===== src/rtl/core/binary_to_decimal_ascii_core_assert.svh =====
// Assertion macros shared by the queue and back modules.
`ifndef BINARY_TO_DECIMAL_ASCII_CORE_ASSERT_SVH
`define BINARY_TO_DECIMAL_ASCII_CORE_ASSERT_SVH

`ifndef SYNTHESIS

`define B2DA_ASSERT(label, clock, reset, prop) \
  label: assert property (@(posedge clock) disable iff (reset) (prop)) \
    else $error("b2da assertion failed");

`define B2DA_NEVER(label, clock, reset, cond) \
  label: assert property (@(posedge clock) disable iff (reset) !(cond)) \
    else $error("b2da forbidden condition seen");

`else

`define B2DA_ASSERT(label, clock, reset, prop)

`define B2DA_NEVER(label, clock, reset, cond)

`endif

`endif


===== src/rtl/core/b2da_pkg.sv =====
package b2da_pkg;

  localparam int ValueWidth  = 16;
  localparam int DigitCount  = 5;
  localparam int BcdWidth    = 4 * DigitCount;
  localparam int BitsPerStep = 4;
  localparam int ConvSteps   = ValueWidth / BitsPerStep;
  localparam int StepWidth   = $clog2(ConvSteps);
  localparam int QueueDepth  = 2;

  localparam logic [7:0] CharZero = 8'd48;
  localparam logic [7:0] CharLf   = 8'd10;
  localparam logic [7:0] CharCr   = 8'd13;

  // Character positions within a run: 0..4 are digit slots, then LF and CR.
  localparam logic [2:0] PosLf = 3'd5;
  localparam logic [2:0] PosCr = 3'd6;

  typedef struct packed {
    logic [BcdWidth-1:0] digits;
    logic [2:0]          first;
  } entry_t;

  typedef enum logic [1:0] {
    FRONT_IDLE,
    FRONT_CONV,
    FRONT_DONE
  } front_state_t;

  typedef enum logic {
    BACK_IDLE,
    BACK_EMIT
  } back_state_t;

  // One shift-and-add-3 step of the binary to BCD conversion.
  function automatic logic [BcdWidth-1:0] dabble_step(input logic [BcdWidth-1:0] bcd,
                                                     input logic in_bit);
    logic [BcdWidth-1:0] adj;
    adj = bcd;
    for (int d = 0; d < DigitCount; d++) begin
      if (bcd[4*d +: 4] >= 4'd5) begin
        adj[4*d +: 4] = bcd[4*d +: 4] + 4'd3;
      end
    end
    return {adj[BcdWidth-2:0], in_bit};
  endfunction

  // Slot of the most significant nonzero digit; the units slot for zero.
  function automatic logic [2:0] first_digit(input logic [BcdWidth-1:0] bcd);
    logic [2:0] pos;
    priority if (bcd[19:16] != 4'd0) pos = 3'd0;
    else if (bcd[15:12] != 4'd0)     pos = 3'd1;
    else if (bcd[11:8] != 4'd0)      pos = 3'd2;
    else if (bcd[7:4] != 4'd0)       pos = 3'd3;
    else                             pos = 3'd4;
    return pos;
  endfunction

endpackage


===== src/rtl/core/b2da_front.sv =====
module b2da_front (
  input  logic                         clk,
  input  logic                         rst,
  input  logic                         value_valid,
  output logic                         value_stall,
  input  logic [b2da_pkg::ValueWidth-1:0] value,
  input  logic                         full,
  output logic                         push,
  output b2da_pkg::entry_t             entry
);

  b2da_pkg::front_state_t state, state_next;
  logic [b2da_pkg::ValueWidth-1:0] shift, shift_next;
  logic [b2da_pkg::BcdWidth-1:0]   bcd, bcd_next;
  logic [b2da_pkg::StepWidth-1:0]  step;
  logic                            accept;
  logic                            last_step;

  assign accept    = value_valid && !value_stall;
  assign last_step = (step == b2da_pkg::StepWidth'(b2da_pkg::ConvSteps - 1));

  // Several conversion steps per cycle; the value shifts out MSB first.
  always_comb begin
    logic [b2da_pkg::ValueWidth-1:0] s;
    logic [b2da_pkg::BcdWidth-1:0]   b;
    s = shift;
    b = bcd;
    for (int k = 0; k < b2da_pkg::BitsPerStep; k++) begin
      b = b2da_pkg::dabble_step(b, s[b2da_pkg::ValueWidth-1]);
      s = {s[b2da_pkg::ValueWidth-2:0], 1'b0};
    end
    shift_next = s;
    bcd_next   = b;
  end

  always_comb begin
    state_next = state;
    unique case (state)
      b2da_pkg::FRONT_IDLE: begin
        if (accept) state_next = b2da_pkg::FRONT_CONV;
      end
      b2da_pkg::FRONT_CONV: begin
        if (last_step) state_next = b2da_pkg::FRONT_DONE;
      end
      b2da_pkg::FRONT_DONE: begin
        if (!full) state_next = accept ? b2da_pkg::FRONT_CONV : b2da_pkg::FRONT_IDLE;
      end
      default: state_next = b2da_pkg::FRONT_IDLE;
    endcase
  end

  always_comb begin
    push         = (state == b2da_pkg::FRONT_DONE) && !full;
    value_stall  = !((state == b2da_pkg::FRONT_IDLE) ||
                     ((state == b2da_pkg::FRONT_DONE) && !full));
    entry.digits = bcd;
    entry.first  = b2da_pkg::first_digit(bcd);
  end

  always_ff @(posedge clk) begin
    if (rst) begin
      state <= b2da_pkg::FRONT_IDLE;
      step  <= '0;
    end else begin
      state <= state_next;
      if (accept) begin
        step <= '0;
      end else if (state == b2da_pkg::FRONT_CONV) begin
        step <= step + 1'b1;
      end
    end
  end

  always_ff @(posedge clk) begin
    if (accept) begin
      shift <= value;
      bcd   <= '0;
    end else if (state == b2da_pkg::FRONT_CONV) begin
      shift <= shift_next;
      bcd   <= bcd_next;
    end
  end

endmodule


===== src/rtl/core/b2da_queue.sv =====
`include "binary_to_decimal_ascii_core_assert.svh"

module b2da_queue #(
  parameter int Depth = b2da_pkg::QueueDepth
) (
  input  logic             clk,
  input  logic             rst,
  input  logic             push,
  input  b2da_pkg::entry_t push_entry,
  output logic             full,
  input  logic             pop,
  output logic             head_valid,
  output b2da_pkg::entry_t head
);

  localparam int PtrWidth = (Depth > 1) ? $clog2(Depth) : 1;
  localparam int CntWidth = $clog2(Depth + 1);

  b2da_pkg::entry_t    mem [Depth];
  logic [PtrWidth-1:0] wr_ptr;
  logic [PtrWidth-1:0] rd_ptr;
  logic [CntWidth-1:0] count;

  function automatic logic [PtrWidth-1:0] ptr_inc(input logic [PtrWidth-1:0] p);
    return (p == PtrWidth'(Depth - 1)) ? '0 : p + 1'b1;
  endfunction

  assign full       = (count == CntWidth'(Depth));
  assign head_valid = (count != '0);
  assign head       = mem[rd_ptr];

  always_ff @(posedge clk) begin
    if (push) begin
      mem[wr_ptr] <= push_entry;
    end
  end

  always_ff @(posedge clk) begin
    if (rst) begin
      wr_ptr <= '0;
      rd_ptr <= '0;
      count  <= '0;
    end else begin
      if (push) wr_ptr <= ptr_inc(wr_ptr);
      if (pop)  rd_ptr <= ptr_inc(rd_ptr);
      unique case ({push, pop})
        2'b10:   count <= count + 1'b1;
        2'b01:   count <= count - 1'b1;
        default: count <= count;
      endcase
    end
  end

  `B2DA_NEVER(a_queue_no_overflow, clk, rst, push && full)
  `B2DA_NEVER(a_queue_no_underflow, clk, rst, pop && !head_valid)
  `B2DA_ASSERT(a_queue_count_bound, clk, rst, count <= CntWidth'(Depth))

endmodule


===== src/rtl/core/b2da_back.sv =====
`include "binary_to_decimal_ascii_core_assert.svh"

module b2da_back (
  input  logic             clk,
  input  logic             rst,
  input  logic             head_valid,
  input  b2da_pkg::entry_t head,
  output logic             pop,
  output logic             char_valid,
  input  logic             char_stall,
  output logic [7:0]       character,
  output logic             last
);

  b2da_pkg::back_state_t         state, state_next;
  logic [b2da_pkg::BcdWidth-1:0] digits;
  logic [2:0]                    pos;
  logic                          load_out;
  logic                          emit_cr;
  logic [7:0]                    cur_char;

  always_comb begin
    state_next = state;
    unique case (state)
      b2da_pkg::BACK_IDLE: begin
        if (pop) state_next = b2da_pkg::BACK_EMIT;
      end
      b2da_pkg::BACK_EMIT: begin
        if (emit_cr && !pop) state_next = b2da_pkg::BACK_IDLE;
      end
      default: state_next = b2da_pkg::BACK_IDLE;
    endcase
  end

  always_comb begin
    load_out = !char_valid || !char_stall;
    emit_cr  = (state == b2da_pkg::BACK_EMIT) && load_out && (pos == b2da_pkg::PosCr);
    // The next run is loaded in the same cycle that the carriage return goes out.
    pop      = head_valid && ((state == b2da_pkg::BACK_IDLE) || emit_cr);
    unique case (pos)
      3'd0:               cur_char = b2da_pkg::CharZero + {4'd0, digits[19:16]};
      3'd1:               cur_char = b2da_pkg::CharZero + {4'd0, digits[15:12]};
      3'd2:               cur_char = b2da_pkg::CharZero + {4'd0, digits[11:8]};
      3'd3:               cur_char = b2da_pkg::CharZero + {4'd0, digits[7:4]};
      3'd4:               cur_char = b2da_pkg::CharZero + {4'd0, digits[3:0]};
      b2da_pkg::PosLf:    cur_char = b2da_pkg::CharLf;
      default:            cur_char = b2da_pkg::CharCr;
    endcase
  end

  always_ff @(posedge clk) begin
    if (rst) begin
      state      <= b2da_pkg::BACK_IDLE;
      char_valid <= 1'b0;
    end else begin
      state <= state_next;
      if (load_out) char_valid <= (state == b2da_pkg::BACK_EMIT);
    end
  end

  always_ff @(posedge clk) begin
    if (pop) begin
      digits <= head.digits;
      pos    <= head.first;
    end else if ((state == b2da_pkg::BACK_EMIT) && load_out) begin
      pos <= pos + 1'b1;
    end
    if ((state == b2da_pkg::BACK_EMIT) && load_out) begin
      character <= cur_char;
      last      <= (pos == b2da_pkg::PosCr);
    end
  end

  `B2DA_ASSERT(a_back_last_is_cr, clk, rst,
               (char_valid && last) |-> (character == b2da_pkg::CharCr))
  `B2DA_ASSERT(a_back_pos_bound, clk, rst,
               (state == b2da_pkg::BACK_EMIT) |-> (pos <= b2da_pkg::PosCr))
  `B2DA_ASSERT(a_back_idle_after_cr, clk, rst,
               (emit_cr && !pop) |=> (state == b2da_pkg::BACK_IDLE))

endmodule


===== src/rtl/core/binary_to_decimal_ascii_core.sv =====
// Channel    | Direction | Handshake                  | Payload
// value      | in        | value_valid / value_stall  | value[15:0]
// character  | out       | char_valid / char_stall    | character[7:0], last
//
// The front converts a value to BCD four bits per cycle, taking a new value
// only when idle or as it pushes a result; a two-entry queue feeds the back.
// The back sends one character per cycle unless stalled, 3 to 7 per value;
// a value passes the front, the queue and the back's output register before
// its first character leaves. Reset is synchronous and empties both sides;
// a stalled output holds its character while the front keeps working.
module binary_to_decimal_ascii_core #(
  parameter int QueueDepth = b2da_pkg::QueueDepth
) (
  input  logic                            clk,
  input  logic                            rst,
  input  logic                            value_valid,
  output logic                            value_stall,
  input  logic [b2da_pkg::ValueWidth-1:0] value,
  output logic                            char_valid,
  input  logic                            char_stall,
  output logic [7:0]                      character,
  output logic                            last
);

  b2da_pkg::entry_t push_entry;
  b2da_pkg::entry_t head;
  logic             push;
  logic             full;
  logic             pop;
  logic             head_valid;

  b2da_front u_front (
    .clk         (clk),
    .rst         (rst),
    .value_valid (value_valid),
    .value_stall (value_stall),
    .value       (value),
    .full        (full),
    .push        (push),
    .entry       (push_entry)
  );

  b2da_queue #(
    .Depth (QueueDepth)
  ) u_queue (
    .clk        (clk),
    .rst        (rst),
    .push       (push),
    .push_entry (push_entry),
    .full       (full),
    .pop        (pop),
    .head_valid (head_valid),
    .head       (head)
  );

  b2da_back u_back (
    .clk        (clk),
    .rst        (rst),
    .head_valid (head_valid),
    .head       (head),
    .pop        (pop),
    .char_valid (char_valid),
    .char_stall (char_stall),
    .character  (character),
    .last       (last)
  );

endmodule


===== config.mk =====
export PLATFORM = sky130hd
export DESIGN_NAME = binary_to_decimal_ascii_core
export DESIGN_NICKNAME = d
export VERILOG_FILES = /design/src/rtl/core/b2da_pkg.sv /design/src/rtl/core/b2da_front.sv /design/src/rtl/core/b2da_queue.sv /design/src/rtl/core/b2da_back.sv /design/src/rtl/core/binary_to_decimal_ascii_core.sv
export VERILOG_INCLUDE_DIRS = /design/src /design/src/rtl/core
export SDC_FILE = /design/constraint.sdc
export NUM_CORES = 1
export LEC_CHECK = 0
export BUFFER_PORTS_ARGS = -buffer_cell sky130_fd_sc_hd__buf_2
export CAP_MARGIN = 30
export CORE_MARGIN = 2
export CORE_UTILIZATION = 35
export DETAILED_ROUTE_END_ITERATION = 10
export GPL_TIMING_DRIVEN = 0
export MAX_ROUTING_LAYER = met4
export PLACE_DENSITY = 0.48
export SLEW_MARGIN = 20
export SYNTH_ARGS = -nofsm -noshare
export SYNTH_HDL_FRONTEND = slang
export SYNTH_HIERARCHICAL = 1
export SYNTH_SLANG_ARGS = --single-unit

===== constraint.sdc =====
create_clock -name clk -period 4.5 [get_ports clk]
set_input_delay 0.9 -clock clk [delete_from_list [all_inputs] [get_ports clk]]
set_output_delay 0.9 -clock clk [all_outputs]
set_load 0.01 [all_outputs]

# Yosys cells after proc, flatten, opt, wreduce, memory -nomap -nowiden

Memories as Yosys holds them, arrays and structs flattened. A register that Yosys moved wholly into a read port is not among the register bits.
Index checks and enable logic that the tools add are counted.

Flip-flop bits (word level): 78
RAM bits: 46
Input port bits: 20
Memories kept: 1

$add $sub $neg: 31
Order comparisons: 20
Eq/ne operators: 15
Multiplexer cells: 44
Bitwise gates (word level): 1
Reductions and logical operators: 26

Memory list:

| name        | words | bits a word | rd ports | clocked after memory_dff | wr ports | line             | RTL |
|---|---|---|---|---|---|---|---|
| u_queue.mem | 2     | 23          | 1        | 1                        | 1        | b2da_queue.sv:19 | `b2da_pkg::entry_t mem [Depth];` |

Operator list:

| operator                                                                            | number |
|---|---|
| 4-bit by 3-bit greater-or-equal comparator with 1-bit output, second input constant | 20 |
| 4-bit by 2-bit adder with 4-bit output, second input constant                       | 16 |
| 4-bit two-way mux                                                                   | 16 |
| 8-bit case mux with 6 select lines                                                  | 1 |
| 6-bit by 4-bit adder with 7-bit output, first input constant                        | 5 |
| 16-bit two-way mux                                                                  | 2 |
| 3-bit two-way mux                                                                   | 10 |
| 4-bit nonzero test                                                                  | 4 |
| 3-bit by 2-bit adder with 3-bit output, second input constant                       | 4 |
| 3-bit equality test, second input constant                                          | 3 |
| 1-bit two-way mux                                                                   | 9 |
| 2-bit equality test, second input constant                                          | 4 |
| 2-bit nonzero test                                                                  | 4 |
| 3-bit by 2-bit equality test with 1-bit output, second input constant               | 2 |
| 1-bit logical AND                                                                   | 6 |
| 2-bit two-way mux                                                                   | 3 |
| 2-bit case mux with 3 select lines                                                  | 1 |
| 1-bit logical NOT                                                                   | 5 |
| 2-bit by 1-bit adder with 2-bit output, second input constant                       | 2 |
| 2-bit by 1-bit equality test with 1-bit output, second input constant               | 2 |
| 2-bit by 1-bit != test with 1-bit output, second input constant                     | 2 |
| 2-bit case mux with 2 select lines                                                  | 1 |
| 3-bit by 1-bit adder with 3-bit output, second input constant                       | 1 |
| 3-bit by 1-bit equality test with 1-bit output, second input constant               | 1 |
| 10 further kinds                                                                    | 13 |

# Logic depth before layout (Yosys ltp)

Word-level depth: 10
Mapped depth: 20

# Hierarchy

Netlist, hierarchy kept.

Modules (own cells, without submodules):

| module     | times used | cells an instance | area an instance (µm²) | seq. area each (µm²) |
|---|---|---|---|---|
| b2da_front | 1          | 536               | 4,057.6                | 960.9 |
| b2da_queue | 1          | 93                | 1,858.0                | 1,481.4 |
| b2da_back  | 1          | 93                | 1,310.0                | 910.9 |

# Worst setup path before layout

No wires, ideal clock.

Path type: register to register
Start point: register u_front/bcd[17] (netlist name)
End point: register u_front/bcd[18] (netlist name)
Data arrival time: 3.483 ns
Data required time: 4.383 ns
Slack: 0.900 ns
Cell stages (with the launch flop): 21
Path buffers: 0
Clock period less this slack: 3.600 ns
Cells stage by stage: dfxtp_1 inv_1 ha_1 nand2b_1 a21oi_1 xnor2_1 inv_1 ha_1 o21ai_0 a31o_2 ha_1 inv_1 o22ai_1 nand3_1 o211ai_1 xor2_1 ha_1 nor2b_1 o21ai_1 mux2i_1 a22o_1

Word-level cells in the longest chain between the ends: 8
Elaborated cells on any way between the ends: 12
Classes of those cells: 4 x add/sub; 4 x order compare; 4 x mux

Ends and longest elaborated chain:

| element                                                                                                                | line                           | RTL |
|---|---|---|
| start: declaration                                                                                                     | b2da_front.sv:14               | `logic [b2da_pkg::BcdWidth-1:0] bcd, bcd_next;` |
| start signal: assignment                                                                                               | b2da_front.sv:80               | `bcd <= bcd_next;` |
| 4-bit by 3-bit greater-or-equal comparator with 1-bit output or 3-bit by 2-bit adder with 3-bit output (tied branches) | b2da_pkg.sv:41, b2da_pkg.sv:42 |  |
| 3-bit two-way mux (*)                                                                                                  | b2da_pkg.sv:41                 | `if (bcd[4*d +: 4] >= 4'd5) begin` |
| 4-bit by 3-bit greater-or-equal comparator with 1-bit output or 3-bit by 2-bit adder with 3-bit output (tied branches) | b2da_pkg.sv:41, b2da_pkg.sv:42 |  |
| 3-bit two-way mux (*)                                                                                                  | b2da_pkg.sv:41                 |  |
| 4-bit by 3-bit greater-or-equal comparator with 1-bit output or 3-bit by 2-bit adder with 3-bit output (tied branches) | b2da_pkg.sv:41, b2da_pkg.sv:42 |  |
| 3-bit two-way mux (*)                                                                                                  | b2da_pkg.sv:41                 |  |
| 4-bit by 3-bit greater-or-equal comparator with 1-bit output or 3-bit by 2-bit adder with 3-bit output (tied branches) | b2da_pkg.sv:41, b2da_pkg.sv:42 |  |
| 3-bit two-way mux (*)                                                                                                  | b2da_pkg.sv:41                 |  |

Every way passes the cells marked *; elsewhere a longest branch is shown, timed or not.
A chain may end at the register's enable or synchronous reset.

# Worst setup path in the final report

Start point: register u_front/bcd[12] (netlist name)
End point: register u_front/bcd[18] (netlist name)

Word-level cells in the longest chain between the ends: 8
Elaborated cells on any way between the ends: 18
Classes of those cells: 6 x add/sub; 6 x order compare; 6 x mux

Ends and longest elaborated chain:

| element                                                                                                                | line                           | RTL |
|---|---|---|
| 4-bit by 2-bit adder with 4-bit output or 4-bit by 3-bit greater-or-equal comparator with 1-bit output (tied branches) | b2da_pkg.sv:42, b2da_pkg.sv:41 |  |
| 4-bit two-way mux (*)                                                                                                  | b2da_pkg.sv:41                 |  |
| 4-bit by 2-bit adder with 4-bit output, or another cell as far along                                                   | b2da_pkg.sv:42                 | `adj[4*d +: 4] = bcd[4*d +: 4] + 4'd3;` |
| 4-bit two-way mux or 3-bit two-way mux (tied branches)                                                                 | b2da_pkg.sv:41                 |  |
| 4-bit by 2-bit adder with 4-bit output, or another cell as far along                                                   | b2da_pkg.sv:42                 |  |
| 4-bit two-way mux or 3-bit two-way mux (tied branches)                                                                 | b2da_pkg.sv:41                 |  |
| 4-bit by 3-bit greater-or-equal comparator with 1-bit output or 3-bit by 2-bit adder with 3-bit output (tied branches) | b2da_pkg.sv:41, b2da_pkg.sv:42 |  |
| 3-bit two-way mux (*)                                                                                                  | b2da_pkg.sv:41                 |  |

Marked as above.

==> results.md <==
* Longest Clk Path Bufs at 2
* Residual DRC at 0
* CTS tree: yes
* Cts bufs inserted at 17
* Routed Wire Length at 17100 um
* Global Route met2 Usage at 27.2%
* Synth Area per Inst at 10.0 um^2
* CP required at 4.85 ns
* Critical path buffer and inverter count at 2
* Core area at 20200 um^2
* Simple-gate area share of the yosys netlist at 15.9%
* Commonest non-fill, non-tap cell in the layout: edfxtp_1
* Prevailing post-synth register cell: edfxtp_1
* Critical path fanouts, max at 8
* Worst slew pin tran at 0.884 ns
* Starting Density at 35.7%
* Slew headroom at 41.0%
* Layout Nets at 826
* Netlist cell types at 88
* Initial antenna violation count at 0
* Detailed-router iteration count before antenna repair at 5
* Routed WL per cell at 16.2 um
* Highest Clock Rate at 239 MHz
* Clk_lat worst skew at 0.41 ns
* GR Overflow Total at 0
* Layer with the highest usage: met2
* Vias at 5606
* CP most frequent cell: ha_1
* Xor/xnor share of the synthesized area at 2.30%
* Nature of the critical path startpoint: register
* Placed instance area at 7720 um^2
* Hold-fix buffers, CTS at 0
* Clk pin slew, worst setup/hold paths at 0.05 ns
* Most frequent cells in the layout: edfxtp_1, nand2_1, nor2_1, o21ai_0, a21oi_1
* Largest net degree at the start of global routing at 24
* Mapped Cells at 722
* Antenna viol nets, final at 0
* Sequential area share after synthesis at 46.4%
* Synth Warn # at 6
* Vias in the first global route at 5542
* Post-DR vias/cell at 5.29
* # setup viols final at 0
* Met1 Usage GRT at 21.5%
* Synth Area in Compound Gates at 19.7%
* Adder-Cell Fraction of Synth Area at 5.19%
* Main combinational cell family by area after synthesis: compound AO/OA/AOI/OAI gates
* H-tree levels at 4
* Crit-path cells: inv_1 -> ha_1 -> nor2b_2 -> nor3_1 -> a21oi_2 -> inv_1 -> ha_1 -> o21ai_0 -> a31o_2 -> ha_1 -> o22ai_1 -> nand3_1 -> o211ai_1 -> xor2_1 -> ha_1 -> nor2b_1 -> o21ai_1 -> mux2i_1 -> a22o_1
* Yosys reg bits at 122
* Critical Path End Type: register
* Number of flops mapped to enable cells by yosys at 91
* CTS root buffer: clkbuf_16
* Die Wd at 148 um
* Antenna diodes at 0
* Sink Count at 122
* Area leader, netlist: edfxtp_1
* Clock Skew at 0.0128 ns
* Path type of the worst setup path: register to register
* Tmin final at 4.19 ns
* Hold Fails Final Rpt at 0
* Rows at 52
* Ys async rst share at 0%
* Status: complete, no violations
* Area growth syn-to-layout at 16.5%
* CP top delay family: compound AO/OA/AOI/OAI gates
* DP HPWL at 12500 um
* Initial drt markers at 452
* I/O Pins at 31
* Slowest stage cell on the critical path: dfxtp_1
* Yosys top cell area share at 37.8%
* Finished Cell Area at 8410 um^2
* GRT Total Usage at 16.6%
* Min-delay worst type: register to register
* Global-route wire length before repair at 28000 um
* Largest cells by area after synthesis: edfxtp_1, dfxtp_1, ha_1
* Share of cells above drive strength 1 at 19.3%
* Mux cell area share after synthesis at 6.22%
* Die area at 21800 um^2
* Crit path largest cell delay at 0.48 ns
* Fin. max-slew vios at 0
* WP data arrival at 4.54 ns
* Met3 usage at 3.06%
* Fin crit share at 93.1%
* Max_cap viols at 0
* GP Congestion at 0.885
* Port Buf Inserts at 28
* Cell Area, Synth at 7230 um^2
* Chip Height at 148 um
==> worst reg2reg max path, stage by stage (launching register included) <==
cell	delay [ns]
dfxtp_1	0.48
inv_1	0.15
ha_1	0.28
nor2b_2	0.19
nor3_1	0.18
a21oi_2	0.10
inv_1	0.12
ha_1	0.17
o21ai_0	0.10
a31o_2	0.29
ha_1	0.20
o22ai_1	0.26
nand3_1	0.12
o211ai_1	0.32
xor2_1	0.17
ha_1	0.24
nor2b_1	0.14
o21ai_1	0.21
mux2i_1	0.28
a22o_1	0.15
==> cells in the mapped netlist, types with 10 or more instances <==
| cell | count |
|---|---|
| edfxtp_1 | 91 |
| nand2_1 | 88 |
| nor2_1 | 43 |
| a21oi_1 | 40 |
| o21ai_0 | 39 |
| inv_1 | 33 |
| dfxtp_1 | 31 |
| mux2_2 | 31 |
| ha_1 | 30 |
| nand3_1 | 24 |
| clkbuf_1 | 17 |
| nand2b_1 | 17 |
| xnor2_1 | 15 |
| mux2i_1 | 10 |
| nor3_1 | 10 |
==> state kept, by name (all words and copies together) (netlist names), named ones only <==
signal,flops
u_front/step,2
u_front/state,2
u_queue/count,2
u_queue/wr_ptr,1
u_back/digits,20
u_queue/mem,46
u_front/shift,16
u_front/bcd,20
u_back/char_valid,1
u_back/last,1
u_back/pos,3
u_queue/rd_ptr,1
u_back/state,1
u_back/character,5
==> final cells by class <==
cell class / count / area (um^2)
buffer: 35 / 179
timing repair buffer: 34 / 185
tap: 270 / 338
multi-input combinational: 532 / 3610
clock inverter: 10 / 100
clock buffer: 22 / 518
sequential: 122 / 3350
inverter: 34 / 128
fill: 1999 / 11800
==> worst paths after layout <==
kind / startpoint / endpoint / slack [ns] / cells past startpoint
worst max-delay path: u_front/bcd[12] / u_front/bcd[18] / 0.31 / 19
worst max register to register: u_front/bcd[12] / u_front/bcd[18] / 0.31 / 19
worst min register to register: u_front/shift[12] / u_front/bcd[0] / 0.44 / 2
worst min-delay path: u_front/shift[12] / u_front/bcd[0] / 0.44 / 2
==> kinds of logic (layout without fill, tap and decap cells) <==
| group | count (synthesis) | after routing |
|---|---|---|
| compound gates | 204 | 204 |
| xor+xnor | 19 | 19 |
| fa+ha+maj | 30 | 30 |
| buf+inv | 69 | 135 |
| flops | 122 | 122 |
| mux | 41 | 41 |
| other cells | 1 | 2 |
| simple gates | 236 | 236 |
==> timing repair <==
action / 4_1_cts / 5_1_grt
endpoints found under the setup margin: 0 / 3
buffers inserted: 0 / 6
gates resized for setup: 0 / 9
==> layer usage <==
layer | wire length [um] | up-vias
met1 | 8200 | 2682
met4 | 128 | 0
met2 | 8170 | 120
met3 | 629 | 12
li1 | - | 2792
met5 | 0 | -
==> stage by stage <==
stage | hold slack (ns) | setup WS [ns] | setup TNS (ns) | utilization [%] | cells
after floorplan | 0.418 | 0.900 | 0 | - | 723
after global placement | 0.433 | 0.394 | 0 | 38.1 | 1021
after detailed placement | 0.433 | 0.142 | 0 | 38.2 | 1021
after CTS | 0.448 | 0.132 | 0 | 41.2 | 1053
after global routing | 0.471 | -0.0243 | -0.0243 | 41.6 | 1059
final | 0.444 | 0.311 | 0 | 41.6 | 1059
Power is left out: the tool's default activity adds up to more than one toggle a clock period on the data nets, which glitch-free logic cannot reach.
